### src/phfe_pkg.sv
// ----------------------------------------------------------------------------
// phfe_pkg
// types and constants shared by the header field extractor modules
// ----------------------------------------------------------------------------
package phfe_pkg;

	localparam logic [15:0] ET_VLAN = 16'h8100;
	localparam logic [15:0] ET_IPV4 = 16'h0800;
	localparam logic [15:0] ET_IPV6 = 16'h86dd;

	localparam logic [11:0] VLAN_MASK = 12'h0fff;

	localparam logic [7:0] PROTO_TCP = 8'd6;
	localparam logic [7:0] PROTO_UDP = 8'd17;

	localparam logic [3:0] IP_VERSION_4 = 4'd4;
	localparam logic [3:0] MIN_HDR_WORDS = 4'd5;

	localparam logic [7:0] ETH_HDR_LEN  = 8'd14;
	localparam logic [7:0] VLAN_HDR_LEN = 8'd18;
	localparam logic [7:0] POS_MAX      = 8'd255;

	localparam logic [2:0] ST_TCP_UDP    = 3'd0;
	localparam logic [2:0] ST_IPV4_OTHER = 3'd1;
	localparam logic [2:0] ST_BAD_IP     = 3'd2;
	localparam logic [2:0] ST_IPV6       = 3'd3;
	localparam logic [2:0] ST_OTHER_TYPE = 3'd4;
	localparam logic [2:0] ST_TRUNCATED  = 3'd5;
	localparam logic [2:0] ST_NOT_PARSED = 3'd6;

	typedef struct packed {
		logic [7:0] data_byte;
		logic       end_of_packet;
	} in_item_t;

	typedef struct packed {
		logic [47:0] dst_mac;
		logic [47:0] src_mac;
		logic [11:0] vlan_id;
		logic [7:0]  ip_proto;
		logic [31:0] src_ip;
		logic [31:0] dst_ip;
		logic [15:0] src_port;
		logic [15:0] dst_port;
		logic [7:0]  payload_offset;
		logic [2:0]  status;
	} out_item_t;

	// byte tagged with its position in the frame
	typedef struct packed {
		logic [7:0] data_byte;
		logic       end_of_packet;
		logic [7:0] pos;
	} tagged_byte_t;

endpackage

### src/phfe_front.sv
// ----------------------------------------------------------------------------
// phfe_front
// input side: accepts frame bytes and tags each with its frame position
// ----------------------------------------------------------------------------
module phfe_front (
	input  logic                  clk,
	input  logic                  arst_n,
	input  logic                  in_valid,
	output logic                  in_stall,
	input  phfe_pkg::in_item_t    in_data,
	input  logic                  q_full,
	output logic                  push,
	output phfe_pkg::tagged_byte_t push_item
);

	logic [7:0] pos_q;

	assign in_stall = q_full;
	assign push     = in_valid && !q_full;

	assign push_item.data_byte     = in_data.data_byte;
	assign push_item.end_of_packet = in_data.end_of_packet;
	assign push_item.pos           = pos_q;

	// position saturates and restarts after the last byte of a frame
	always_ff @(posedge clk or negedge arst_n) begin
		if (!arst_n) begin
			pos_q <= '0;
		end else if (push) begin
			if (in_data.end_of_packet) begin
				pos_q <= '0;
			end else if (pos_q != phfe_pkg::POS_MAX) begin
				pos_q <= pos_q + 8'd1;
			end
		end
	end

endmodule

### src/phfe_queue.sv
// ----------------------------------------------------------------------------
// phfe_queue
// short fifo of tagged bytes between the front and back ends
// ----------------------------------------------------------------------------
module phfe_queue #(
	parameter int DEPTH = 4
) (
	input  logic                   clk,
	input  logic                   arst_n,
	input  logic                   push,
	input  phfe_pkg::tagged_byte_t push_item,
	output logic                   full,
	input  logic                   pop,
	output phfe_pkg::tagged_byte_t pop_item,
	output logic                   empty
);

	localparam int PtrW = $clog2(DEPTH);
	localparam int CntW = $clog2(DEPTH + 1);
	localparam logic [PtrW-1:0] LastPtr = PtrW'(DEPTH - 1);
	localparam logic [CntW-1:0] FullCnt = CntW'(DEPTH);

	phfe_pkg::tagged_byte_t mem_q [DEPTH];
	logic [PtrW-1:0] wr_ptr_q;
	logic [PtrW-1:0] rd_ptr_q;
	logic [CntW-1:0] count_q;

	assign full     = (count_q == FullCnt);
	assign empty    = (count_q == '0);
	assign pop_item = mem_q[rd_ptr_q];

	always_ff @(posedge clk) begin
		if (push) begin
			mem_q[wr_ptr_q] <= push_item;
		end
	end

	always_ff @(posedge clk or negedge arst_n) begin
		if (!arst_n) begin
			wr_ptr_q <= '0;
			rd_ptr_q <= '0;
			count_q  <= '0;
		end else begin
			if (push) begin
				wr_ptr_q <= (wr_ptr_q == LastPtr) ? '0 : wr_ptr_q + PtrW'(1);
			end
			if (pop) begin
				rd_ptr_q <= (rd_ptr_q == LastPtr) ? '0 : rd_ptr_q + PtrW'(1);
			end
			if (push && !pop) begin
				count_q <= count_q + CntW'(1);
			end else if (pop && !push) begin
				count_q <= count_q - CntW'(1);
			end
		end
	end

endmodule

### src/phfe_back.sv
// ----------------------------------------------------------------------------
// phfe_back
// back end: header field capture per byte and result register per packet
// ----------------------------------------------------------------------------
module phfe_back (
	input  logic                   clk,
	input  logic                   arst_n,
	input  logic                   parse_enable,
	input  logic                   q_empty,
	input  phfe_pkg::tagged_byte_t q_item,
	output logic                   pop,
	output logic                   out_valid,
	input  logic                   out_stall,
	output phfe_pkg::out_item_t    out_data
);

	typedef enum logic [4:0] {
		PH_ETH  = 5'b00001,
		PH_VLAN = 5'b00010,
		PH_IP   = 5'b00100,
		PH_L4   = 5'b01000,
		PH_DONE = 5'b10000
	} phase_t;

	typedef struct packed {
		phase_t      phase;
		logic [15:0] eth_type;
		logic [3:0]  ihl;
		logic [3:0]  ver;
		logic [7:0]  l4_start;
		logic [3:0]  tcp_words;
		logic [47:0] dst_mac;
		logic [47:0] src_mac;
		logic [11:0] vlan;
		logic [7:0]  proto;
		logic [31:0] src_ip;
		logic [31:0] dst_ip;
		logic [15:0] src_port;
		logic [15:0] dst_port;
		logic [7:0]  payload_start;
	} parse_state_t;

	localparam parse_state_t PsIdle = '{phase: PH_ETH, default: '0};

	parse_state_t        ps_q;
	parse_state_t        ps_d;
	phfe_pkg::out_item_t out_q;
	logic                out_valid_q;
	phfe_pkg::out_item_t res;

	logic [7:0]  pos;
	logic [7:0]  b;
	logic [7:0]  r;
	logic [7:0]  q;
	logic [15:0] et_shift;
	logic [3:0]  ip_words;
	logic [3:0]  tcp_words;
	logic [8:0]  len;
	logic [8:0]  l4x;
	logic [8:0]  need;
	logic        bad_ip;

	assign pos = q_item.pos;
	assign b   = q_item.data_byte;

	// a result byte waits until the output register is free
	assign pop = !q_empty && (!q_item.end_of_packet || !out_valid_q || !out_stall);

	assign out_valid = out_valid_q;
	assign out_data  = out_q;

	// field capture for one byte
	always_comb begin
		ps_d     = ps_q;
		r        = pos - ps_q.payload_start;
		q        = pos - ps_q.l4_start;
		et_shift = {ps_q.eth_type[7:0], b};
		ip_words = (ps_q.ihl < phfe_pkg::MIN_HDR_WORDS) ? phfe_pkg::MIN_HDR_WORDS : ps_q.ihl;
		case (ps_q.phase)
			PH_ETH: begin
				if (pos < 8'd6) begin
					ps_d.dst_mac = {ps_q.dst_mac[39:0], b};
				end else if (pos < 8'd12) begin
					ps_d.src_mac = {ps_q.src_mac[39:0], b};
				end else if (pos < 8'd14) begin
					ps_d.eth_type = et_shift;
				end
				if (pos == 8'd13) begin
					if (et_shift == phfe_pkg::ET_VLAN) begin
						ps_d.phase = PH_VLAN;
					end else begin
						ps_d.payload_start = phfe_pkg::ETH_HDR_LEN;
						ps_d.phase = (et_shift == phfe_pkg::ET_IPV4) ? PH_IP : PH_DONE;
					end
				end
			end
			PH_VLAN: begin
				if (pos < 8'd16) begin
					ps_d.vlan = {ps_q.vlan[3:0], b} & phfe_pkg::VLAN_MASK;
				end else if (pos < 8'd18) begin
					ps_d.eth_type = et_shift;
				end
				if (pos == 8'd17) begin
					ps_d.payload_start = phfe_pkg::VLAN_HDR_LEN;
					ps_d.phase = (et_shift == phfe_pkg::ET_IPV4) ? PH_IP : PH_DONE;
				end
			end
			PH_IP: begin
				if (r == 8'd0) begin
					ps_d.ver = b[7:4];
					ps_d.ihl = b[3:0];
				end else if (r == 8'd9) begin
					ps_d.proto = b;
				end else if (r >= 8'd12 && r < 8'd16) begin
					ps_d.src_ip = {ps_q.src_ip[23:0], b};
				end else if (r >= 8'd16 && r < 8'd20) begin
					ps_d.dst_ip = {ps_q.dst_ip[23:0], b};
				end
				if (r == 8'd19) begin
					ps_d.l4_start = ps_q.payload_start + {2'b00, ip_words, 2'b00};
					ps_d.phase = PH_L4;
				end
			end
			PH_L4: begin
				if (pos >= ps_q.l4_start) begin
					if (q < 8'd2) begin
						ps_d.src_port = {ps_q.src_port[7:0], b};
					end else if (q < 8'd4) begin
						ps_d.dst_port = {ps_q.dst_port[7:0], b};
					end else if (q == 8'd12) begin
						ps_d.tcp_words = b[7:4];
					end
				end
			end
			default: begin
				ps_d = ps_q;
			end
		endcase
	end

	// packet result from the state after the last byte
	always_comb begin
		res       = '0;
		len       = {1'b0, pos} + 9'd1;
		l4x       = {1'b0, ps_d.l4_start};
		tcp_words = (ps_d.tcp_words < phfe_pkg::MIN_HDR_WORDS) ?
			phfe_pkg::MIN_HDR_WORDS : ps_d.tcp_words;
		bad_ip    = (ps_d.ver != phfe_pkg::IP_VERSION_4) || (ps_d.src_ip == '0) ||
			(ps_d.dst_ip == '0);
		if (ps_d.proto == phfe_pkg::PROTO_TCP) begin
			need = (len < l4x + 9'd20) ? l4x + 9'd20 : l4x + {3'b000, tcp_words, 2'b00};
		end else if (ps_d.proto == phfe_pkg::PROTO_UDP) begin
			need = l4x + 9'd8;
		end else begin
			need = l4x;
		end
		if (!parse_enable) begin
			res.status = phfe_pkg::ST_NOT_PARSED;
		end else begin
			case (ps_d.phase)
				PH_DONE: begin
					res.status = (ps_d.eth_type == phfe_pkg::ET_IPV6) ?
						phfe_pkg::ST_IPV6 : phfe_pkg::ST_OTHER_TYPE;
					res.dst_mac        = ps_d.dst_mac;
					res.src_mac        = ps_d.src_mac;
					res.vlan_id        = ps_d.vlan;
					res.payload_offset = ps_d.payload_start;
				end
				PH_L4: begin
					if (bad_ip) begin
						res.status         = phfe_pkg::ST_BAD_IP;
						res.dst_mac        = ps_d.dst_mac;
						res.src_mac        = ps_d.src_mac;
						res.vlan_id        = ps_d.vlan;
						res.payload_offset = ps_d.payload_start;
					end else if (len < need) begin
						res.status = phfe_pkg::ST_TRUNCATED;
					end else begin
						res.dst_mac        = ps_d.dst_mac;
						res.src_mac        = ps_d.src_mac;
						res.vlan_id        = ps_d.vlan;
						res.payload_offset = need[7:0];
						res.ip_proto       = ps_d.proto;
						res.src_ip         = ps_d.src_ip;
						res.dst_ip         = ps_d.dst_ip;
						if (ps_d.proto == phfe_pkg::PROTO_TCP ||
							ps_d.proto == phfe_pkg::PROTO_UDP) begin
							res.status   = phfe_pkg::ST_TCP_UDP;
							res.src_port = ps_d.src_port;
							res.dst_port = ps_d.dst_port;
						end else begin
							res.status = phfe_pkg::ST_IPV4_OTHER;
						end
					end
				end
				default: begin
					res.status = phfe_pkg::ST_TRUNCATED;
				end
			endcase
		end
	end

	always_ff @(posedge clk or negedge arst_n) begin
		if (!arst_n) begin
			ps_q <= PsIdle;
		end else if (pop) begin
			if (q_item.end_of_packet) begin
				ps_q <= PsIdle;
			end else begin
				ps_q <= ps_d;
			end
		end
	end

	always_ff @(posedge clk or negedge arst_n) begin
		if (!arst_n) begin
			out_valid_q <= 1'b0;
		end else if (pop && q_item.end_of_packet) begin
			out_valid_q <= 1'b1;
		end else if (!out_stall) begin
			out_valid_q <= 1'b0;
		end
	end

	always_ff @(posedge clk) begin
		if (pop && q_item.end_of_packet) begin
			out_q <= res;
		end
	end

endmodule

### src/packet_header_field_extractor_core.sv
// ----------------------------------------------------------------------------
// packet_header_field_extractor_core
// ethernet / vlan / ipv4 / tcp-udp header field extractor, one byte per cycle
// ----------------------------------------------------------------------------
// Takes a frame one byte per transfer and gives one result per frame, on its
// end_of_packet byte. One byte is accepted every clock cycle unless the fifo
// is full; the front end tags each byte with its frame position and writes it
// into a QUEUE_DEPTH entry fifo, and the back end captures header fields one
// byte per cycle unless the fifo is empty or a result waits on out_stall. A
// result is in the output register at the edge that takes its last byte from
// the fifo. While a result waits the back end holds only its next end_of_packet
// byte, and the fifo keeps taking bytes until it is full. parse_enable resets
// to 1; the user writes it through cfg_wr_en / cfg_wr_data only while idle,
// which the block does not enforce. QUEUE_DEPTH must be at least 2.
module packet_header_field_extractor_core #(
	parameter int QUEUE_DEPTH = 4
) (
	input  logic                clk,
	input  logic                arst_n,
	input  logic                cfg_wr_en,
	input  logic                cfg_wr_data,
	input  logic                in_valid,
	output logic                in_stall,
	input  phfe_pkg::in_item_t  in_data,
	output logic                out_valid,
	input  logic                out_stall,
	output phfe_pkg::out_item_t out_data
);

	logic                   parse_enable_q;
	logic                   push;
	logic                   pop;
	logic                   q_full;
	logic                   q_empty;
	phfe_pkg::tagged_byte_t push_item;
	phfe_pkg::tagged_byte_t pop_item;

	always_ff @(posedge clk or negedge arst_n) begin
		if (!arst_n) begin
			parse_enable_q <= 1'b1;
		end else if (cfg_wr_en) begin
			parse_enable_q <= cfg_wr_data;
		end
	end

	phfe_front u_front (
		.clk       (clk),
		.arst_n    (arst_n),
		.in_valid  (in_valid),
		.in_stall  (in_stall),
		.in_data   (in_data),
		.q_full    (q_full),
		.push      (push),
		.push_item (push_item)
	);

	phfe_queue #(
		.DEPTH (QUEUE_DEPTH)
	) u_queue (
		.clk       (clk),
		.arst_n    (arst_n),
		.push      (push),
		.push_item (push_item),
		.full      (q_full),
		.pop       (pop),
		.pop_item  (pop_item),
		.empty     (q_empty)
	);

	phfe_back u_back (
		.clk          (clk),
		.arst_n       (arst_n),
		.parse_enable (parse_enable_q),
		.q_empty      (q_empty),
		.q_item       (pop_item),
		.pop          (pop),
		.out_valid    (out_valid),
		.out_stall    (out_stall),
		.out_data     (out_data)
	);

endmodule

### config.mk
export PLATFORM = sky130hd
export DESIGN_NAME = packet_header_field_extractor_core
export DESIGN_NICKNAME = d
export VERILOG_FILES = /design/src/phfe_pkg.sv /design/src/phfe_front.sv /design/src/phfe_queue.sv /design/src/phfe_back.sv /design/src/packet_header_field_extractor_core.sv
export SDC_FILE = /design/constraint.sdc
export NUM_CORES = 1
export LEC_CHECK = 0
export ABC_CLOCK_PERIOD_IN_PS = 8700
export BUFFER_PORTS_ARGS = -buffer_cell sky130_fd_sc_hd__buf_2
export CORE_ASPECT_RATIO = 1.4
export CORE_UTILIZATION = 40
export CTS_BUF_LIST = sky130_fd_sc_hd__clkbuf_4 sky130_fd_sc_hd__clkbuf_8 sky130_fd_sc_hd__clkbuf_16
export DETAILED_ROUTE_END_ITERATION = 16
export PLACE_DENSITY = 0.65
export SLEW_MARGIN = 0
export SYNTH_ARGS = -nofsm -noshare
export SYNTH_HDL_FRONTEND = slang
export SYNTH_SLANG_ARGS = --single-unit
### constraint.sdc
create_clock -name clk -period 8.7 [get_ports clk]
set_input_delay 0.435 -clock clk [delete_from_list [all_inputs] [get_ports clk]]
set_output_delay 0.435 -clock clk [all_outputs]
set_load 0.02 [all_outputs]
# Word-level counts from Yosys, hierarchy flattened
# Memories as Yosys holds them, arrays and structs flattened.
# Cells that the tools add are included.
[totals]
ram_bits = 68
memories = 1
input_bits = 15
register_bits = 501
[memory_table]
columns = ["name", "depth", "width", "read_ports", "rd_clocked_by_memory_dff", "write_ports", "line_no", "text"]
rows = [
  ["u_queue.mem_q", 4, 17, 1, 0, 1, "phfe_queue.sv:23", "phfe_pkg::tagged_byte_t mem_q [DEPTH];"],
]
[classes]
muxes = 68
n_bitwise = 3
n_addsub = 12
n_reduce_logical = 31
n_lt_le_gt_ge = 16
n_eq_ne = 22
[ops]
columns = ["cell", "count"]
rows = [
  ["$mux W261", 1],
  ["$mux W220", 1],
  ["$pmux W108 S2", 1],
  ["$mux W32", 6],
  ["$mux W16", 9],
  ["$mux W48", 3],
  ["$mux W72", 2],
  ["$mux W108", 1],
  ["$mux W96", 1],
  ["$logic_not A32 Y1", 2],
  ["$mux W64", 1],
  ["$mux W8", 8],
  ["$eq A16 B16 Y1 const B", 2],
  ["$lt A8 B5 Y1 const B", 4],
  ["$pmux W16 S2", 1],
  ["$pmux W8 S2", 2],
  ["$mux W4", 7],
  ["$mux W9", 3],
  ["$mux W5", 5],
  ["$eq A8 B4 Y1 const B", 3],
  ["$eq A8 B5 Y1 const B", 3],
  ["$mux W12", 2],
  ["$lt A9 B9 Y1", 2],
  ["$eq A16 B12 Y1 const B", 1],
  ["45 further kinds", 81],
]

# Depth between registers and ports, before layout
# An unclocked memory read counts as a cell.
[depth]
depth_word = 17
depth_mapped = 44

# Modules after synthesis
# From an unflattened synthesis, not the netlist that was laid out.
[unflattened]
hier_cells = 2256
hier_area_um2 = 25763.5
[by_module_without_submodules]
columns = ["mod", "n_inst", "cells_each", "area_each_um2"]
rows = [
  ["phfe_back", 1, 2062, 22222.6],
  ["phfe_queue", 1, 126, 2911.5],
  ["phfe_front", 1, 66, 588.1],
  ["packet_header_field_extractor_core", 1, 2, 41.3],
]

# Worst setup path before layout
# No wires, ideal clock.
[synth_timing]
kind = "register to register"
start = "reg u_queue.rd_ptr_q[0]"
end = "reg u_back.out_q (netlist bit u_back.out_data[115]) (data pin)"
path_slack_ns = -0.226
path_buffers = 5
setup_ns = 0.266
required_ns = 8.434
stages_incl_launch_ff = 42
period_less_slack_ns = 8.926
arrival_time_ns = 8.660
cell_sequence = "dfrtp_1 buf_2 buf_6 buf_2 mux4_2 inv_1 ha_1 inv_1 fa_1 a211o_1 a311oi_1 nor2_1 nor3_1 a31oi_1 nor3_2 mux2i_1 inv_1 o21ai_0 [... 6 more ...] a41o_1 clkbuf_1 mux2i_1 a21oi_1 inv_1 ha_1 a21o_1 a21o_1 a21o_1 a21o_1 a21oi_1 nor2_1 a211oi_1 o31a_1 a21oi_2 o21ai_2 clkbuf_1 nor2_1"
[synth_via]
elab_chain_len = 17
elab_cells_between_ends = 67
cone_classes = "add/sub: 6; order compare: 11; eq/ne: 12; mux: 30; reduce/logical: 7; memory: 1"
[synth_rtl]
columns = ["item", "line_no", "text"]
rows = [
  ["start: declaration", "phfe_queue.sv:25", "logic [PtrW-1:0] rd_ptr_q;"],
  ["start signal: assignment", "phfe_queue.sv:48", "rd_ptr_q <= (rd_ptr_q == LastPtr) ? '0 : rd_ptr_q + PtrW'(1);"],
  ["$mem_v2 Z4 W17 *", "n/a", ""],
  ["branches (longest 15 deep; another with $add A8 B6 Y9)", "n/a", ""],
  ["$pmux W108 S2 *", "phfe_back.sv:160", "case (ps_d.phase)"],
  ["end signal: assignment", "phfe_back.sv:227", "out_q <= res;"],
  ["end: declaration", "phfe_back.sv:47", "phfe_pkg::out_item_t out_q;"],
]
# Mark *: on every way between the ends. The select of a mux whose other input is x is not followed.
# A chain may end at the register's enable or synchronous reset.

# Worst setup path in the final report
[layout_timing]
start = "reg u_queue.rd_ptr_q[0]"
end = "reg u_back.out_q (netlist bit u_back.out_data[149]) (data pin)"
# Same word-level chain as after synthesis.

==> results.md <==
- Status: completed
- Routed Antenna Nets: 0
- Hold Vio Cnt, Final: 0
- Die area: 67100 um2
- Reg power frac: 0.373
- DR WL/cell: 21.0 um
- Num Clock Sinks: 569
- CTS root buf: clkbuf_16
- Required time of the critical path: 9.06 ns
- Max-slew violation count: 0
- Vias in the first global route: 19383
- Power, Total: 10.6 mW
- RSZ-0062 raised after global routing: no
- Clock share of power: 0.247
- Final setup TNS: 0 ns
- CP max stage delay: 0.53 ns
- Sw Share: 0.407
- PD cells: 345 nW/um2
- Setup CP Type: reg -> reg
- Synth area leaders: edfxtp_1 33%, dfrtp_1 26%, nand2_1 6.5%
- Clk Latency, worst-skew pair: 0.65 ns
- Critical Path AT: 8.71 ns
- Reg clk slew, reported paths: 0.07 ns
- Yosys top cell area share: 0.331
- Crit path launch: u_queue.rd_ptr_q[0]
- First-pass GRT wire length: 113 mm
- Synth Net Count: 2472
- Worst vdd ir: 0.000283 V
- Die height: 306 um
- CP max FO: 21
- Largest net degree at the start of global routing: 124
- H-tree depth: 2
- Synth unique cells: 83
- Final nets: 2693
- CTS max path bufs: 3
- Netlist Area Pre-Place: 26400 um2
- Synth async-reset ratio: 0.489
- Worst Setup End Kind: flip-flop
- Leakage: 12.6 nW
- Layout Utilization: 0.472
- Least-Margin Pin Slew: 1.28 ns
- Synth area leader: edfxtp_1
- Number of buffers added on ports: 239
- HPWL Detailed: 49.1 mm
- Layout cells sized above 1: 0.186
- I/O pin total: 240
- Post-synthesis area per instance: 11.0 um2
- Post-synth EDFFs: 291
- 1st-pass router iterations: 5
- Slew margin rel.: 0.145
- First DRT Iteration DRCs: 1684
- Starting Density: 0.404
- Skew final: 0.0412 ns
- Vias: 19659
- Diode count: 0
- Internal: 6.31 mW
- Total gr overflow: 0
- Setup-failing EPs final: 0
- Max_cap viols: 0
- Vias per cell: 5.59
- Sequential cell area fraction in the yosys report: 0.594
- Startpoint types: flip-flop
- Synth warn: 0
- Core area: 65400 um2
- Seq cells post-synth: 569
- Gpl congestion: 0.982
- TritonCTS Buffers: 55
- Post-route minimum period: 8.35 ns
- Most used cell, CP: a21o_1
- Critical R2R Launch: u_queue.rd_ptr_q[0]
- Area Growth Syn to Fin: 16.8%
- Ys flop type: edfxtp_1
- Max Clk Rate: 0.120 GHz
- Post-Route WL: 73.9 mm
- Gr usage total: 0.216
- Placement row count: 111
- Switching power: 4.33 mW
- Initial antenna violation count: 0
- Worst hold path type: in -> reg
- Tcrit/Tclk final: 0.960
- Synth Instances: 2401
- Hold Startpoint: cfg_wr_data
- Die X-Extent: 219 um
- CTS tree: done
- Comb pwr share: 0.380
- Slowest cell on the critical path: mux4_2
- DRC: 0
[critical path: cells and delay by family (launching register included)]
family	cells	cell delay, ns
AOI/OAI and AO/OA	19	3.31
and+or+nand+nor	6	1.52
adders and majority gates	5	1.42
muxes	2	0.66
buffers and inverters	5	0.63
DFF	1	0.37
xor gates and xnor gates	1	0.14
[repair_timing]
action,in CTS,in global routing
cloned,0,2
resized for setup,0,11
pin swaps,0,3
hold buffers,8,0
endpoints found under the hold margin,97,0
endpoints found under the setup margin,13,215
setup buffers,1,5
[registers in the layout, indices dropped and copies added (netlist names)]
name              flops
u_back.ps_q         253
u_back.out_data     223
u_queue.mem_q        68
u_back.et_shift       8
u_front.pos_q         8
u_queue.count_q       3
u_queue.rd_ptr_q      2
u_queue.wr_ptr_q      2
parse_enable_q        1
u_back.out_valid      1
[cells in the mapped netlist, types with 5 or more instances]
master    count
o31ai_1       5
a21oi_1     180
a22o_1      128
nand4_1      15
nor2b_1      10
a31oi_1      10
nand2_1     456
o21ai_1       6
edfxtp_1    291
o211ai_1      5
a21oi_2       5
a21o_1       18
nor4_1       26
mux4_2       17
or3_1         5
o21a_1        5
buf_1        13
or4_1         5
mux2i_1      86
and2_1       14
inv_1        52
nand2b_1     11
mux2_2       12
and3_1       10
or2_2         9
nor3_1       30
nand3_1     124
xor2_1       14
ha_1         52
buf_6         6
o21ai_0     111
xnor2_1      20
buf_2        13
clkbuf_1    117
dfrtp_1     276
nor2_1      159
[routing by layer]
| layer | GRT usage | vias up | wire (um) |
|---|---|---|---|
| li1 | - | 9100 | - |
| met1 | 0.265 | 9746 | 29400 |
| met2 | 0.376 | 661 | 37500 |
| met3 | 0.0327 | 152 | 3830 |
| met4 | 0.0924 | 0 | 3110 |
| met5 | 0 | - | 0 |
[layout make-up]
class                   count  area [um2]
repair buffers            314        1890
multi-input cells        1630       10000
inverters                  52         203
fillers                  5915       34600
flip-flops and latches    569       15700
clock buffers              69        1520
well taps                 847        1060
clock inverters            35         477
[worst paths after layout]
path                                        end  slack, ns  depth (start not counted)
max                        u_back.out_data[149]       0.35                         38
min                              parse_enable_q       0.04                          3
min in group asynchronous       u_back.ps_q[88]       0.34                          2
min reg2reg                  u_queue.count_q[2]       0.49                          1
max reg2reg                u_back.out_data[149]       0.35                         38
max in group asynchronous       u_back.ps_q[10]       6.09                          4
[cell families (layout without fill, tap and decap cells)]
group | count (synthesis) | count (layout) | synth area share
AND/OR/NAND/NOR | 905 | 905 | 0.154
flip-flops | 569 | 569 | 0.594
AO/OA/AOI/OAI | 519 | 519 | 0.129
buffers and inverters | 202 | 470 | 0.0312
multiplexers | 116 | 116 | 0.0527
adder cells (fa/ha/maj) | 56 | 56 | 0.0277
XOR/XNOR | 34 | 34 | 0.0113
[power by group through the flow]
stage | Sequential, mW | Combinational, mW | Clock, mW
floorplan | 4.75 | 1.83 | 0
global placement | 4.02 | 3.96 | 0
detailed placement | 4.03 | 4.02 | 0
CTS | 3.98 | 4.04 | 2.67
global route | 4.03 | 4.35 | 2.76
finish | 3.97 | 4.04 | 2.63
[metrics by stage]
stage                     hold WS (ns)  cells  worst slack [ns]  instance area [um2]
after floorplan                  0.139   2401            0.0356                26400
after global placement           0.436   3396             0.173                28600
after detailed placement         0.445   3396            0.0196                28600
after CTS                      0.00619   3509            0.0574                30700
after global routing            0.0239   3516           0.00347                30900
final                           0.0384   3516             0.352                30900
[cell usage in the layout, fill, tap and decap left out, types with 6 or more instances in the layout]
master / count
nand2_1: 453
edfxtp_1: 291
dfrtp_1: 276
buf_2: 238
a21oi_1: 179
nor2_1: 156
a22o_1: 128
nand3_1: 123
o21ai_0: 105
mux2i_1: 85
buf_4: 59
clkbuf_16: 57
ha_1: 52
inv_1: 51
nor3_1: 27
nor4_1: 26
xnor2_1: 20
a21o_1: 18
mux4_2: 17
nand4_1: 15
xor2_1: 14
and2_1: 14
mux2_2: 12
nand2b_1: 11
and3_1: 10
or2_2: 9
nor2b_1: 9
a31oi_1: 9
bufinv_16: 9
o21ai_1: 8
clkbuf_4: 8
dlygate4sd3_1: 8
clkinvlp_4: 7
a21oi_2: 6
inv_6: 6
clkbuf_8: 6
No activity file was read; power rests on OpenSTA's default activity.
